**src/rtl/core/fir_pkg.sv**
```systemverilog
// Shared constants, types and helper functions for the FIR filter block.
`timescale 1ns / 1ps
`default_nettype none

package fir_pkg;

    localparam int MAX_TAPS     = 63;
    localparam int SAMPLE_BITS  = 16;
    localparam int COEF_BITS    = 18;
    localparam int FRAC_BITS    = 17;
    localparam int TAP_CNT_BITS = 6;
    localparam int IDX_BITS     = 6;

    localparam int PTR_BITS  = $clog2(MAX_TAPS);
    localparam int PROD_BITS = COEF_BITS + SAMPLE_BITS;
    localparam int ACC_BITS  = PROD_BITS + $clog2(MAX_TAPS);

    localparam int QDEPTH    = 2;
    localparam int QPTR_BITS = $clog2(QDEPTH);
    localparam int QCNT_BITS = $clog2(QDEPTH + 1);

    localparam logic FUNC_LOAD   = 1'b0;
    localparam logic FUNC_SAMPLE = 1'b1;

    localparam logic [TAP_CNT_BITS-1:0] TAP_CNT_RESET = TAP_CNT_BITS'(63);

    typedef logic [PTR_BITS-1:0] ptr_t;

    // One classified request as it travels from front to back.
    typedef struct packed {
        logic                          is_sample;
        logic                          coef_ok;
        ptr_t                          addr;
        logic signed [COEF_BITS-1:0]   coef;
        logic signed [SAMPLE_BITS-1:0] sample;
    } cmd_t;

    // Last tap index in use: even counts round up to odd, then clamp to the store.
    function automatic ptr_t last_tap(input logic [TAP_CNT_BITS-1:0] cnt);
        int t;
        t = int'(cnt) | 1;
        if (t > MAX_TAPS)
        begin
            t = MAX_TAPS;
        end
        return PTR_BITS'(t - 1);
    endfunction

endpackage

`default_nettype wire

```
**src/rtl/core/fir_ifs.sv**
```systemverilog
// Handshake channel interfaces for the request and response sides.
`timescale 1ns / 1ps
`default_nettype none

interface fir_req_if import fir_pkg::*; ();
    logic                          valid;
    logic                          ready;
    logic                          func;
    logic [IDX_BITS-1:0]           coef_index;
    logic signed [COEF_BITS-1:0]   coef_value;
    logic signed [SAMPLE_BITS-1:0] sample_in;

    modport source (output valid, func, coef_index, coef_value, sample_in, input ready);
    modport sink   (input valid, func, coef_index, coef_value, sample_in, output ready);
endinterface

interface fir_rsp_if import fir_pkg::*; ();
    logic                          valid;
    logic                          ready;
    logic signed [SAMPLE_BITS-1:0] sample_out;

    modport source (output valid, sample_out, input ready);
    modport sink   (input valid, sample_out, output ready);
endinterface

`default_nettype wire

```
**src/rtl/core/fir_front.sv**
```systemverilog
// Front end: accept requests and classify them into queue commands.
`timescale 1ns / 1ps
`default_nettype none

module fir_front import fir_pkg::*;
(
    fir_req_if.sink req,
    input  wire logic q_full,
    output logic      push,
    output cmd_t      cmd
);

    assign req.ready = !q_full;
    assign push      = req.valid && !q_full;

    always_comb
    begin
        cmd.is_sample = (req.func == FUNC_SAMPLE);
        // drop loads aimed past the last tap
        cmd.coef_ok   = (32'(req.coef_index) < 32'(MAX_TAPS));
        cmd.addr      = PTR_BITS'(req.coef_index);
        cmd.coef      = req.coef_value;
        cmd.sample    = req.sample_in;
    end

endmodule

`default_nettype wire

```
**src/rtl/core/fir_queue.sv**
```systemverilog
// Short command queue between the front end and the MAC engine.
`timescale 1ns / 1ps
`default_nettype none

module fir_queue import fir_pkg::*;
(
    input  wire logic clk,
    input  wire logic rst_n,
    input  wire logic push,
    input  wire cmd_t push_data,
    output logic      full,
    input  wire logic pop,
    output cmd_t      head,
    output logic      head_vld
);

    cmd_t                 entry_reg [QDEPTH];
    logic [QPTR_BITS-1:0] wr_ptr_reg, wr_ptr_next;
    logic [QPTR_BITS-1:0] rd_ptr_reg, rd_ptr_next;
    logic [QCNT_BITS-1:0] count_reg, count_next;

    assign full     = (count_reg == QCNT_BITS'(QDEPTH));
    assign head_vld = (count_reg != '0);
    assign head     = entry_reg[rd_ptr_reg];

    always_comb
    begin
        wr_ptr_next = wr_ptr_reg;
        rd_ptr_next = rd_ptr_reg;
        count_next  = count_reg;
        if (push)
        begin
            wr_ptr_next = (wr_ptr_reg == QPTR_BITS'(QDEPTH - 1)) ? '0 : wr_ptr_reg + 1'b1;
        end
        if (pop)
        begin
            rd_ptr_next = (rd_ptr_reg == QPTR_BITS'(QDEPTH - 1)) ? '0 : rd_ptr_reg + 1'b1;
        end
        if (push && !pop)
        begin
            count_next = count_reg + 1'b1;
        end
        else if (pop && !push)
        begin
            count_next = count_reg - 1'b1;
        end
    end

    always_ff @(posedge clk or negedge rst_n)
    begin
        if (!rst_n)
        begin
            wr_ptr_reg <= '0;
            rd_ptr_reg <= '0;
            count_reg  <= '0;
        end
        else
        begin
            wr_ptr_reg <= wr_ptr_next;
            rd_ptr_reg <= rd_ptr_next;
            count_reg  <= count_next;
        end
    end

    always_ff @(posedge clk)
    begin
        if (push)
        begin
            entry_reg[wr_ptr_reg] <= push_data;
        end
    end

endmodule

`default_nettype wire

```
**src/rtl/core/fir_back.sv**
```systemverilog
// Back end: sample and coefficient stores, shared multiply-accumulate, output register.
`timescale 1ns / 1ps
`default_nettype none

module fir_back import fir_pkg::*;
(
    input  wire logic                    clk,
    input  wire logic                    rst_n,
    input  wire cmd_t                    head,
    input  wire logic                    head_vld,
    output logic                         pop,
    input  wire logic [TAP_CNT_BITS-1:0] tap_count,
    fir_rsp_if.source                    rsp
);

    localparam logic [1:0] S_IDLE  = 2'd0;
    localparam logic [1:0] S_RUN   = 2'd1;
    localparam logic [1:0] S_DRAIN = 2'd2;

    localparam int QW = ACC_BITS - FRAC_BITS + 1;
    localparam logic signed [QW-1:0] Q_MAX = QW'((2 ** (SAMPLE_BITS - 1)) - 1);
    localparam logic signed [QW-1:0] Q_MIN = QW'(-(2 ** (SAMPLE_BITS - 1)));

    function automatic logic signed [SAMPLE_BITS-1:0] round_sat(
        input logic signed [ACC_BITS-1:0] a
    );
        logic signed [ACC_BITS:0] r;
        logic signed [QW-1:0]     q;
        r = (ACC_BITS + 1)'(a) + (ACC_BITS + 1)'(2 ** (FRAC_BITS - 1));
        q = QW'(r >>> FRAC_BITS);
        if (q > Q_MAX)
        begin
            q = Q_MAX;
        end
        else if (q < Q_MIN)
        begin
            q = Q_MIN;
        end
        return SAMPLE_BITS'(q);
    endfunction

    logic [1:0] state_reg, state_next;
    ptr_t       wp_reg, wp_next;
    ptr_t       k_reg, k_next;
    ptr_t       h_reg, h_next;
    ptr_t       last_reg, last_next;

    logic signed [SAMPLE_BITS-1:0] hist_mem [MAX_TAPS];
    logic signed [COEF_BITS-1:0]   coef_mem [MAX_TAPS];
    logic [MAX_TAPS-1:0]           hv_reg;
    logic [MAX_TAPS-1:0]           cv_reg;

    logic signed [SAMPLE_BITS-1:0] hist_rd_reg;
    logic signed [COEF_BITS-1:0]   coef_rd_reg;
    logic                          hv_rd_reg;
    logic                          cv_rd_reg;
    logic                          s1_vld_reg;
    logic                          s2_vld_reg;
    logic signed [PROD_BITS-1:0]   prod_reg, prod_next;
    logic signed [ACC_BITS-1:0]    acc_reg, acc_next;
    logic signed [SAMPLE_BITS-1:0] coef_op;
    logic signed [COEF_BITS-1:0]   coef_wide;

    logic                          out_vld_reg, out_vld_next;
    logic signed [SAMPLE_BITS-1:0] out_data_reg, out_data_next;

    logic issue;
    logic start;
    logic coef_wr;
    logic pipe_empty;
    logic load_out;

    assign issue      = (state_reg == S_RUN);
    assign pop        = (state_reg == S_IDLE) && head_vld;
    assign start      = pop && head.is_sample;
    assign coef_wr    = pop && !head.is_sample && head.coef_ok;
    assign pipe_empty = !s1_vld_reg && !s2_vld_reg;
    assign load_out   = (state_reg == S_DRAIN) && pipe_empty && (!out_vld_reg || rsp.ready);

    assign rsp.valid      = out_vld_reg;
    assign rsp.sample_out = out_data_reg;

    // Never-written entries read as zero.
    assign coef_wide = cv_rd_reg ? coef_rd_reg : '0;
    assign coef_op   = hv_rd_reg ? hist_rd_reg : '0;
    assign prod_next = coef_wide * coef_op;

    always_comb
    begin
        state_next = state_reg;
        wp_next    = wp_reg;
        k_next     = k_reg;
        h_next     = h_reg;
        last_next  = last_reg;
        unique case (state_reg)
            S_IDLE:
            begin
                if (start)
                begin
                    wp_next    = (wp_reg == PTR_BITS'(MAX_TAPS - 1)) ? '0 : wp_reg + 1'b1;
                    h_next     = wp_reg;
                    k_next     = '0;
                    last_next  = last_tap(tap_count);
                    state_next = S_RUN;
                end
            end
            S_RUN:
            begin
                k_next = k_reg + 1'b1;
                h_next = (h_reg == '0) ? PTR_BITS'(MAX_TAPS - 1) : h_reg - 1'b1;
                if (k_reg == last_reg)
                begin
                    state_next = S_DRAIN;
                end
            end
            S_DRAIN:
            begin
                if (load_out)
                begin
                    state_next = S_IDLE;
                end
            end
            default:
            begin
                state_next = S_IDLE;
            end
        endcase
    end

    always_comb
    begin
        acc_next = acc_reg;
        if (start)
        begin
            acc_next = '0;
        end
        else if (s2_vld_reg)
        begin
            acc_next = acc_reg + ACC_BITS'(prod_reg);
        end
    end

    always_comb
    begin
        out_vld_next  = out_vld_reg;
        out_data_next = out_data_reg;
        if (load_out)
        begin
            out_vld_next  = 1'b1;
            out_data_next = round_sat(acc_reg);
        end
        else if (rsp.ready)
        begin
            out_vld_next = 1'b0;
        end
    end

    always_ff @(posedge clk or negedge rst_n)
    begin
        if (!rst_n)
        begin
            state_reg   <= S_IDLE;
            wp_reg      <= '0;
            k_reg       <= '0;
            h_reg       <= '0;
            last_reg    <= '0;
            hv_reg      <= '0;
            cv_reg      <= '0;
            hv_rd_reg   <= 1'b0;
            cv_rd_reg   <= 1'b0;
            s1_vld_reg  <= 1'b0;
            s2_vld_reg  <= 1'b0;
            out_vld_reg <= 1'b0;
        end
        else
        begin
            state_reg   <= state_next;
            wp_reg      <= wp_next;
            k_reg       <= k_next;
            h_reg       <= h_next;
            last_reg    <= last_next;
            s1_vld_reg  <= issue;
            s2_vld_reg  <= s1_vld_reg;
            out_vld_reg <= out_vld_next;
            if (start)
            begin
                hv_reg[wp_reg] <= 1'b1;
            end
            if (coef_wr)
            begin
                cv_reg[head.addr] <= 1'b1;
            end
            if (issue)
            begin
                hv_rd_reg <= hv_reg[h_reg];
                cv_rd_reg <= cv_reg[k_reg];
            end
        end
    end

    always_ff @(posedge clk)
    begin
        if (start)
        begin
            hist_mem[wp_reg] <= head.sample;
        end
        if (issue)
        begin
            hist_rd_reg <= hist_mem[h_reg];
        end
    end

    always_ff @(posedge clk)
    begin
        if (coef_wr)
        begin
            coef_mem[head.addr] <= head.coef;
        end
        if (issue)
        begin
            coef_rd_reg <= coef_mem[k_reg];
        end
    end

    always_ff @(posedge clk)
    begin
        prod_reg     <= prod_next;
        acc_reg      <= acc_next;
        out_data_reg <= out_data_next;
    end

    a_tap_in_range: assert property (@(posedge clk) disable iff (!rst_n)
        (state_reg == S_RUN) |-> (k_reg <= last_reg))
        else $error("tap index ran past the last tap");

    a_pop_idle: assert property (@(posedge clk) disable iff (!rst_n)
        pop |-> (state_reg == S_IDLE))
        else $error("queue popped while engine busy");

    a_out_after_drain: assert property (@(posedge clk) disable iff (!rst_n)
        load_out |-> (pipe_empty && !issue))
        else $error("result loaded before accumulation finished");

    a_pipe_follow: assert property (@(posedge clk) disable iff (!rst_n)
        s2_vld_reg |-> $past(s1_vld_reg))
        else $error("product stage valid without a read");

    a_no_overwrite: assert property (@(posedge clk) disable iff (!rst_n)
        (out_vld_reg && !rsp.ready) |=> out_vld_reg)
        else $error("pending result dropped");

endmodule

`default_nettype wire

```
**src/rtl/core/fir_filter_circular_history_unit.sv**
```systemverilog
// Top level of the direct-form FIR filter with circular sample history.
//
// Usage:
//   req  - request channel (valid/ready). func selects a coefficient load
//          (write coef_value at coef_index, no response; indexes past the last
//          tap are dropped) or a sample (filter sample_in, one response).
//   rsp  - response channel (valid/ready) carrying sample_out, rounded half up
//          from Q.17 and saturated to signed 16 bits.
//   cfg  - cfg_we/cfg_wdata write tap_count; even counts round up to odd.
//          Write only while the block is idle.
// Flow: the MAC engine works through the taps of a sample one at a time, and
// it takes no new request until that sample's sum is loaded into the output
// register. The single shared multiplier, fed from one read port per store,
// is why the taps are worked through in turn.
// Requests land in a two-entry queue, so the front keeps taking requests while
// the engine works. A stalled receiver holds the output register; the engine
// then waits with its finished sum and the queue fills, dropping req.ready.
// Reset: tap_count = 63, history and coefficients read as zero (output zero).
`timescale 1ns / 1ps
`default_nettype none

module fir_filter_circular_history_unit import fir_pkg::*;
(
    input  wire logic                    clk,
    input  wire logic                    rst_n,
    fir_req_if.sink                      req,
    fir_rsp_if.source                    rsp,
    input  wire logic                    cfg_we,
    input  wire logic [TAP_CNT_BITS-1:0] cfg_wdata
);

    logic [TAP_CNT_BITS-1:0] tap_count_reg;

    logic push;
    logic q_full;
    logic pop;
    logic head_vld;
    cmd_t push_cmd;
    cmd_t head_cmd;

    // Hold the tap count register; the engine samples it at the start of each sample.
    always_ff @(posedge clk or negedge rst_n)
    begin
        if (!rst_n)
        begin
            tap_count_reg <= TAP_CNT_RESET;
        end
        else if (cfg_we)
        begin
            tap_count_reg <= cfg_wdata;
        end
    end

    // Classify incoming requests.
    fir_front u_front
    (
        .req    (req),
        .q_full (q_full),
        .push   (push),
        .cmd    (push_cmd)
    );

    // Decouple the front from the MAC engine.
    fir_queue u_queue
    (
        .clk       (clk),
        .rst_n     (rst_n),
        .push      (push),
        .push_data (push_cmd),
        .full      (q_full),
        .pop       (pop),
        .head      (head_cmd),
        .head_vld  (head_vld)
    );

    // Store, multiply-accumulate over taps, round and saturate.
    fir_back u_back
    (
        .clk       (clk),
        .rst_n     (rst_n),
        .head      (head_cmd),
        .head_vld  (head_vld),
        .pop       (pop),
        .tap_count (tap_count_reg),
        .rsp       (rsp)
    );

endmodule

`default_nettype wire
```
**src/flat_wrapper.sv**
```systemverilog
// flat-port wrapper written by rule: the top's interface ports become plain ports
module fir_filter_circular_history_unit_flat import fir_pkg::*;
  (clk, rst_n, cfg_we, cfg_wdata, req_valid, req_func, req_coef_index, req_coef_value, req_sample_in, req_ready, rsp_valid, rsp_sample_out, rsp_ready);
  fir_req_if req_i ();
  fir_rsp_if rsp_i ();
  input  wire logic clk;
  input  wire logic rst_n;
  input  wire logic cfg_we;
  input  wire logic [TAP_CNT_BITS-1:0] cfg_wdata;
  input wire logic [$bits(req_i.valid)-1:0] req_valid;
  input wire logic [$bits(req_i.func)-1:0] req_func;
  input wire logic [$bits(req_i.coef_index)-1:0] req_coef_index;
  input wire logic [$bits(req_i.coef_value)-1:0] req_coef_value;
  input wire logic [$bits(req_i.sample_in)-1:0] req_sample_in;
  output wire logic [$bits(req_i.ready)-1:0] req_ready;
  output wire logic [$bits(rsp_i.valid)-1:0] rsp_valid;
  output wire logic [$bits(rsp_i.sample_out)-1:0] rsp_sample_out;
  input wire logic [$bits(rsp_i.ready)-1:0] rsp_ready;
  assign req_i.valid = req_valid;
  assign req_i.func = req_func;
  assign req_i.coef_index = req_coef_index;
  assign req_i.coef_value = req_coef_value;
  assign req_i.sample_in = req_sample_in;
  assign req_ready = req_i.ready;
  assign rsp_valid = rsp_i.valid;
  assign rsp_sample_out = rsp_i.sample_out;
  assign rsp_i.ready = rsp_ready;
  fir_filter_circular_history_unit u_core (.clk(clk), .rst_n(rst_n), .req(req_i), .rsp(rsp_i), .cfg_we(cfg_we), .cfg_wdata(cfg_wdata));
endmodule
```
**config.mk**
```make
export PLATFORM = sky130hd
export DESIGN_NAME = fir_filter_circular_history_unit_flat
export DESIGN_NICKNAME = d
export VERILOG_FILES = /design/src/rtl/core/fir_pkg.sv /design/src/rtl/core/fir_ifs.sv /design/src/rtl/core/fir_front.sv /design/src/rtl/core/fir_queue.sv /design/src/rtl/core/fir_back.sv /design/src/rtl/core/fir_filter_circular_history_unit.sv /design/src/flat_wrapper.sv
export SDC_FILE = /design/constraint.sdc
export NUM_CORES = 2
export LEC_CHECK = 0
export ABC_CLOCK_PERIOD_IN_PS = 16800
export BUFFER_PORTS_ARGS = -buffer_cell sky130_fd_sc_hd__buf_2
export CAP_MARGIN = 20
export CORE_MARGIN = 1
export CORE_UTILIZATION = 40
export DETAILED_ROUTE_END_ITERATION = 10
export SLEW_MARGIN = 20
export SYNTH_ARGS = -nofsm -noshare
export SYNTH_HDL_FRONTEND = slang
export SYNTH_HIERARCHICAL = 1
export SYNTH_SLANG_ARGS = --single-unit
```
**constraint.sdc**
```tcl
create_clock -name clk -period 16.8 [get_ports clk]
set_clock_uncertainty 0.1 [all_clocks]
set_input_delay 0.84 -clock clk [delete_from_list [all_inputs] [get_ports clk]]
set_output_delay 0.84 -clock clk [all_outputs]
set_load 0.03 [all_outputs]
```
Word level (Yosys, flattened, before mapping)
Memories as Yosys holds them, arrays and structs flattened. A register that Yosys moved wholly into a read port is not among the register bits.
Index checks and enable logic that the tools add are counted.
{"block": "op_classes", "mux": 36, "bitwise_logic": 2, "n_addsub": 10, "reduce_logical": 29, "n_eq_ne": 8, "n_lt_le_gt_ge": 10, "n_mul": 1}
{"operator": "63-bit OR", "count": 2}
{"operator": "6-bit two-way mux", "count": 7}
{"operator": "40-bit by 18-bit adder with 41-bit output (second input constant)", "count": 1}
{"operator": "40-bit by 34-bit adder with 40-bit output", "count": 1}
{"operator": "18-bit by 16-bit multiplier with 34-bit output", "count": 1}
{"operator": "16-bit two-way mux", "count": 2}
{"operator": "6-bit by 7-bit less-than comparator with 1-bit output (second input constant)", "count": 4}
{"operator": "24-bit by 16-bit greater-than comparator with 1-bit output (second input constant)", "count": 1}
{"operator": "24-bit by 16-bit less-than comparator with 1-bit output (second input constant)", "count": 1}
{"operator": "6-bit one-hot mux with 2 select lines", "count": 2}
{"operator": "18-bit two-way mux", "count": 1}
{"operator": "1-bit two-way mux", "count": 14}
{"operator": "6-bit by 1-bit adder with 6-bit output (second input constant)", "count": 2}
{"operator": "1-bit binary-select mux with 6-bit select", "count": 2}
{"operator": "1-bit demux with 6-bit select", "count": 2}
{"operator": "6-bit by 1-bit greater-or-equal comparator with 1-bit output (second input constant)", "count": 2}
{"operator": "1-bit logical AND", "count": 12}
{"operator": "2-bit two-way mux", "count": 5}
{"operator": "2-bit nonzero test", "count": 4}
{"operator": "1-bit zero test", "count": 7}
{"operator": "6-bit == test", "count": 1}
{"operator": "6-bit == test (second input constant)", "count": 1}
{"operator": "6-bit greater-than comparator (second input constant)", "count": 1}
{"operator": "6-bit zero test", "count": 1}
{"operator": "15 further kinds", "count": 19}
{"block": "word_totals", "ramBits": 2226, "regBits": 257, "inputBits": 52, "memories": 3}
{"memory": "u_core.u_back.coef_mem", "depth": 63, "width": 18, "read_ports": 1, "rd_ports_with_merged_regs": 1, "wr": 1, "line_no": "fir_back.sv:49", "rtl": "logic signed [COEF_BITS-1:0] coef_mem [MAX_TAPS];"}
{"memory": "u_core.u_back.hist_mem", "depth": 63, "width": 16, "read_ports": 1, "rd_ports_with_merged_regs": 1, "wr": 1, "line_no": "fir_back.sv:48", "rtl": "logic signed [SAMPLE_BITS-1:0] hist_mem [MAX_TAPS];"}
{"memory": "u_core.u_queue.entry_reg", "depth": 2, "width": 42, "read_ports": 1, "rd_ports_with_merged_regs": 0, "wr": 1, "line_no": "fir_queue.sv:17", "rtl": "cmd_t entry_reg [QDEPTH];"}

Longest topological paths before layout
{"block": "depth", "ltp_word": 7, "mapped_depth": 27, "depth_no_buf": 25}

Hierarchy
The synthesis kept the hierarchy.
{"mod": "fir_back", "area_per_inst_um2": 105894.1, "instances": 1, "cells_per_inst": 6379}
{"mod": "fir_queue", "area_per_inst_um2": 3422.0, "instances": 1, "cells_per_inst": 147}
{"mod": "fir_front", "area_per_inst_um2": 331.6, "instances": 1, "cells_per_inst": 45}
{"mod": "fir_filter_circular_history_unit", "area_per_inst_um2": 259.0, "instances": 1, "cells_per_inst": 13}

Worst setup path after synthesis
OpenSTA, ideal clock, no wires.
{"block": "synth_path", "path_type": "flip-flop to flip-flop", "start": "reg u_core.u_back.hv_rd_reg", "end": "reg u_core.u_back.prod_reg[32]", "stages_incl_launch_ff": 25, "required_time_ps": 16582, "t_arrival_ps": 6607, "setup_slack_ps": 9976, "synth_period_minus_slack_ps": 6824, "setup_ps": 118, "cell_sequence": "dfrtp_1 clkbuf_1 and2_1 clkbuf_1 nand2_1 fa_1 fa_1 inv_1 fa_1 inv_1 fa_1 fa_1 fa_1 inv_1 ha_1 a21o_1 a21o_1 a21o_1 a41oi_2 nor2_1 o41a_1 a2111oi_4 nor3_1 a211o_1 xor2_1"}
{"block": "synth_between", "elab_chain_len": 2}
{"element": "start, declared", "line_no": "fir_back.sv:55", "rtl": "logic hv_rd_reg;"}
{"element": "start signal, assigned", "line_no": "fir_back.sv:195", "rtl": "hv_rd_reg <= hv_reg[h_reg];"}
{"element": "16-bit two-way mux", "line_no": "fir_back.sv:85", "rtl": "assign coef_op = hv_rd_reg ? hist_rd_reg : '0;"}
{"element": "18-bit by 16-bit multiplier with 34-bit output", "line_no": "fir_back.sv:86", "rtl": "assign prod_next = coef_wide * coef_op;"}
{"element": "named net u_core.u_back.prod_next[32]", "line_no": "fir_back.sv:59", "rtl": "logic signed [PROD_BITS-1:0] prod_reg, prod_next;"}
{"element": "end signal, assigned", "line_no": "fir_back.sv:227", "rtl": "prod_reg <= prod_next;"}
{"element": "end, declared", "line_no": "fir_back.sv:59"}
The timed path passes the listed nets, and every way through them passes these cells.
A chain may end at the register's enable or synchronous reset.

Worst setup path in the final report
{"block": "layout_path", "start": "reg u_core.u_back.cv_rd_reg", "end": "reg u_core.u_back.prod_reg[32]"}
{"block": "layout_between", "elab_chain_len": 2}
{"element": "start, declared", "line_no": "fir_back.sv:56", "rtl": "logic cv_rd_reg;"}
{"element": "start signal, assigned", "line_no": "fir_back.sv:196", "rtl": "cv_rd_reg <= cv_reg[k_reg];"}
{"element": "18-bit two-way mux", "line_no": "fir_back.sv:84", "rtl": "assign coef_wide = cv_rd_reg ? coef_rd_reg : '0;"}
{"element": "18-bit by 16-bit multiplier with 34-bit output", "line_no": "fir_back.sv:86"}
{"element": "named net u_core.u_back.prod_next[32]", "line_no": "fir_back.sv:59"}
The timed path passes the listed nets, and every way through them passes these cells.

==> run_results.csv <==
group,metric,value,unit
clocking,numClockSinks,2515,
sta,setup_ws,8.90,ns
route,wl_per_cell,25.4,microns
placed_design,hpwlAfterDp,158000,microns
finish,drive_above_1_share,19.9,%
worst_setup_path,cp_cell_sequence,"and2_1, nand2_1, fa_1, fa_1, fa_1, inv_1, fa_1, fa_1, inv_1, fa_1, inv_1, ha_1, and3_1, a221o_1, a21oi_1, o21ai_1, o41a_1, a2111oi_4, nor3_1, a211o_1, xor2_1",
worst_setup_path,worstSetupStartpointType,"flop",
clocking,clock_latency,0.84,ns
floorplan,placementRows,192,
power,ir_drop,0.150,mV
finish,fin_util,45.1,%
placed_design,dp_slack,8.96,ns
flow_run,drv_cap,0,
route,drc_errors,0,
worst_setup_path,end_kind,"flop",
floorplan,io_pins,70,
clocking,htree_levels,5,
sta,worst_pin_slew,1.10,ns
route,drt_first_pass_iters,5,
floorplan,start_util,40.2,%
worst_setup_path,critPathKind,"reg -> reg",
floorplan,die_w,526,microns
worst_setup_path,worstPathMaxFanout,39,
worst_setup_path,max_stage_delay,1.06,ns
route,detail-route-antenna-nets,0,
synthesis,postSynthAreaPerCell,16.7,sq um
route,dr_total_vias,58232,
placed_design,io_buffers,68,
sta,setup_violations,0,
synthesis,syn-cell-area,0.110,sq mm
sta,fin_crit_sh,47.0,%
clocking,clockRootBuffer,"clkbuf_16",
floorplan,die-area,0.277,sq mm
worst_setup_path,arrival,8.51,ns
sta,relSlewSlack,25.9,%
synthesis,synth_fp_nets,7057,
grt,overflow,0,
sta,max_freq,127,MHz
clocking,cts_buffer_depth,4,
clocking,cts_tree,"done",
synthesis,synth_cells,6582,
sta,drv_slew,0,
clocking,cts_buffers,272,
sta,fin_setup_tns,0,ns
finish,area_growth_syn_to_layout,12.2,%
worst_hold_path,hold_class,"in -> async",
grt,grt_max_degree,139,
placed_design,gp_congestion,0.892,
route,avgViaCountPerCell,5.54,
clocking,cts_resized,0,
route,postRouteWirelength,267000,microns
power,power.density,164,mW/mm^2
worst_setup_path,crit_top_cell,"fa_1",
sta,period_needed,7.90,ns
worst_setup_path,cp_slowest_cell,"dfrtp_1",
sta,grt_setup_unrepaired,"false",
finish,largest_reg_flops,1134,
grt,grt.total_usage,19.1,%
clocking,post_cts_buffers,0,
grt,grt_pass1_vias,58525,
clocking,hold_buffers,0,
worst_setup_path,rrSetupSlack,8.90,ns
power,leakage,0.0430,uW
grt,grt_pass1_wl,392000,microns
floorplan,die_y,526,microns
clocking,clk_pin_slew,0.06,ns
finish,fin_nets,7182,
sta,finalHoldViolations,0,
synthesis,yosys_warnings,6,
worst_setup_path,cp.required,17.41,ns
floorplan,core_area,0.273,sq mm
route,first_iter_violations,5614,
run_status,status,"finished, final reports clean",
grt,antenna_found_initial,12,
worst_setup_path,r2r.worst_path.cells,21,
-- placed cells by master, fill, tap and decap left out, types with 28 or more instances in the layout --
| cell type | instances |
|---|---|
| edfxtp_1 | 2276 |
| mux4_2 | 409 |
| mux2i_1 | 401 |
| inv_1 | 357 |
| nand2_1 | 346 |
| nor2_1 | 337 |
| fa_1 | 291 |
| clkbuf_16 | 279 |
| a21oi_1 | 227 |
| o21ai_0 | 177 |
| dfrtp_1 | 149 |
| ha_1 | 132 |
| or2_2 | 131 |
| buf_4 | 128 |
| o221ai_1 | 127 |
| o22ai_1 | 91 |
| dfxtp_1 | 74 |
| buf_2 | 67 |
| nor2_2 | 66 |
| mux2_2 | 65 |
| clkbuf_1 | 61 |
| nand3_1 | 60 |
| xnor2_1 | 57 |
| clkinv_2 | 46 |
| clkinv_1 | 44 |
| mux2_4 | 44 |
| xor2_1 | 39 |
| nor3_1 | 36 |
| a21o_1 | 34 |
| and2_1 | 28 |
| nor2_4 | 28 |
-- worst paths after layout --
path	start	endpoint
min reg2reg	u_core/u_back/s1_vld_reg	u_core/u_back/s2_vld_reg
max in group asynchronous	rst_n	u_core/u_back/k_reg[0]
max	u_core/u_back/cv_rd_reg	u_core/u_back/prod_reg[32]
min	rst_n	u_core/u_back/hv_reg[46]
min in group clk	req_coef_value[17]	u_core/u_queue/entry_reg[0][33]
max reg2reg	u_core/u_back/cv_rd_reg	u_core/u_back/prod_reg[32]
-- routing by layer --
layer	track usage, %	vias up	routed length [microns]
li1	-	25264	-
met1	26.9	30676	116000
met2	31.2	1922	129000
met3	2.53	366	16100
met4	4.71	4	6100
met5	0	-	30
-- worst max-delay path: cells and delay by family, from the launching register on --
kind | cells | cell delay (ns)
buffers and inverters | 3 | 0.17
adders and majority gates | 7 | 3.42
AOI/OAI and AO/OA | 6 | 1.71
xor gates and xnor gates | 1 | 0.14
DFF | 1 | 1.06
and+or+nand+nor | 4 | 1.12
-- stage by stage --
step / total power [uW] / area, sq um / hold slack [ns] / cells
after floorplan: 12300 / 110000 / 0.247 / 6582
after global routing: 21000 / 123000 / 0.0597 / 10507
after CTS: 20300 / 123000 / 0.0282 / 10503
after global placement: 14500 / 115000 / 0.253 / 10013
after detailed placement: 14600 / 115000 / 0.264 / 10020
final: 20200 / 123000 / 0.0440 / 10520
-- power breakdown --
part / total (uW) / internal, uW / switching [uW]
Clock: 5740 / 3340 / 2390
Combinational: 6270 / 2190 / 4080
Sequential: 8170 / 7890 / 282
-- area by class of cell --
| type | instances | area, sq um |
|---|---|---|
| fill | 23447 | 150000 |
| sequential | 2515 | 74000 |
| multi-input combinational | 3346 | 33300 |
| clock buffer | 355 | 7420 |
| tap | 3589 | 4490 |
| timing repair buffer | 213 | 1590 |
| inverter | 359 | 1350 |
| clock inverter | 128 | 1110 |
| antenna | 15 | 37.5 |
(Power assumes the default switching activity.)
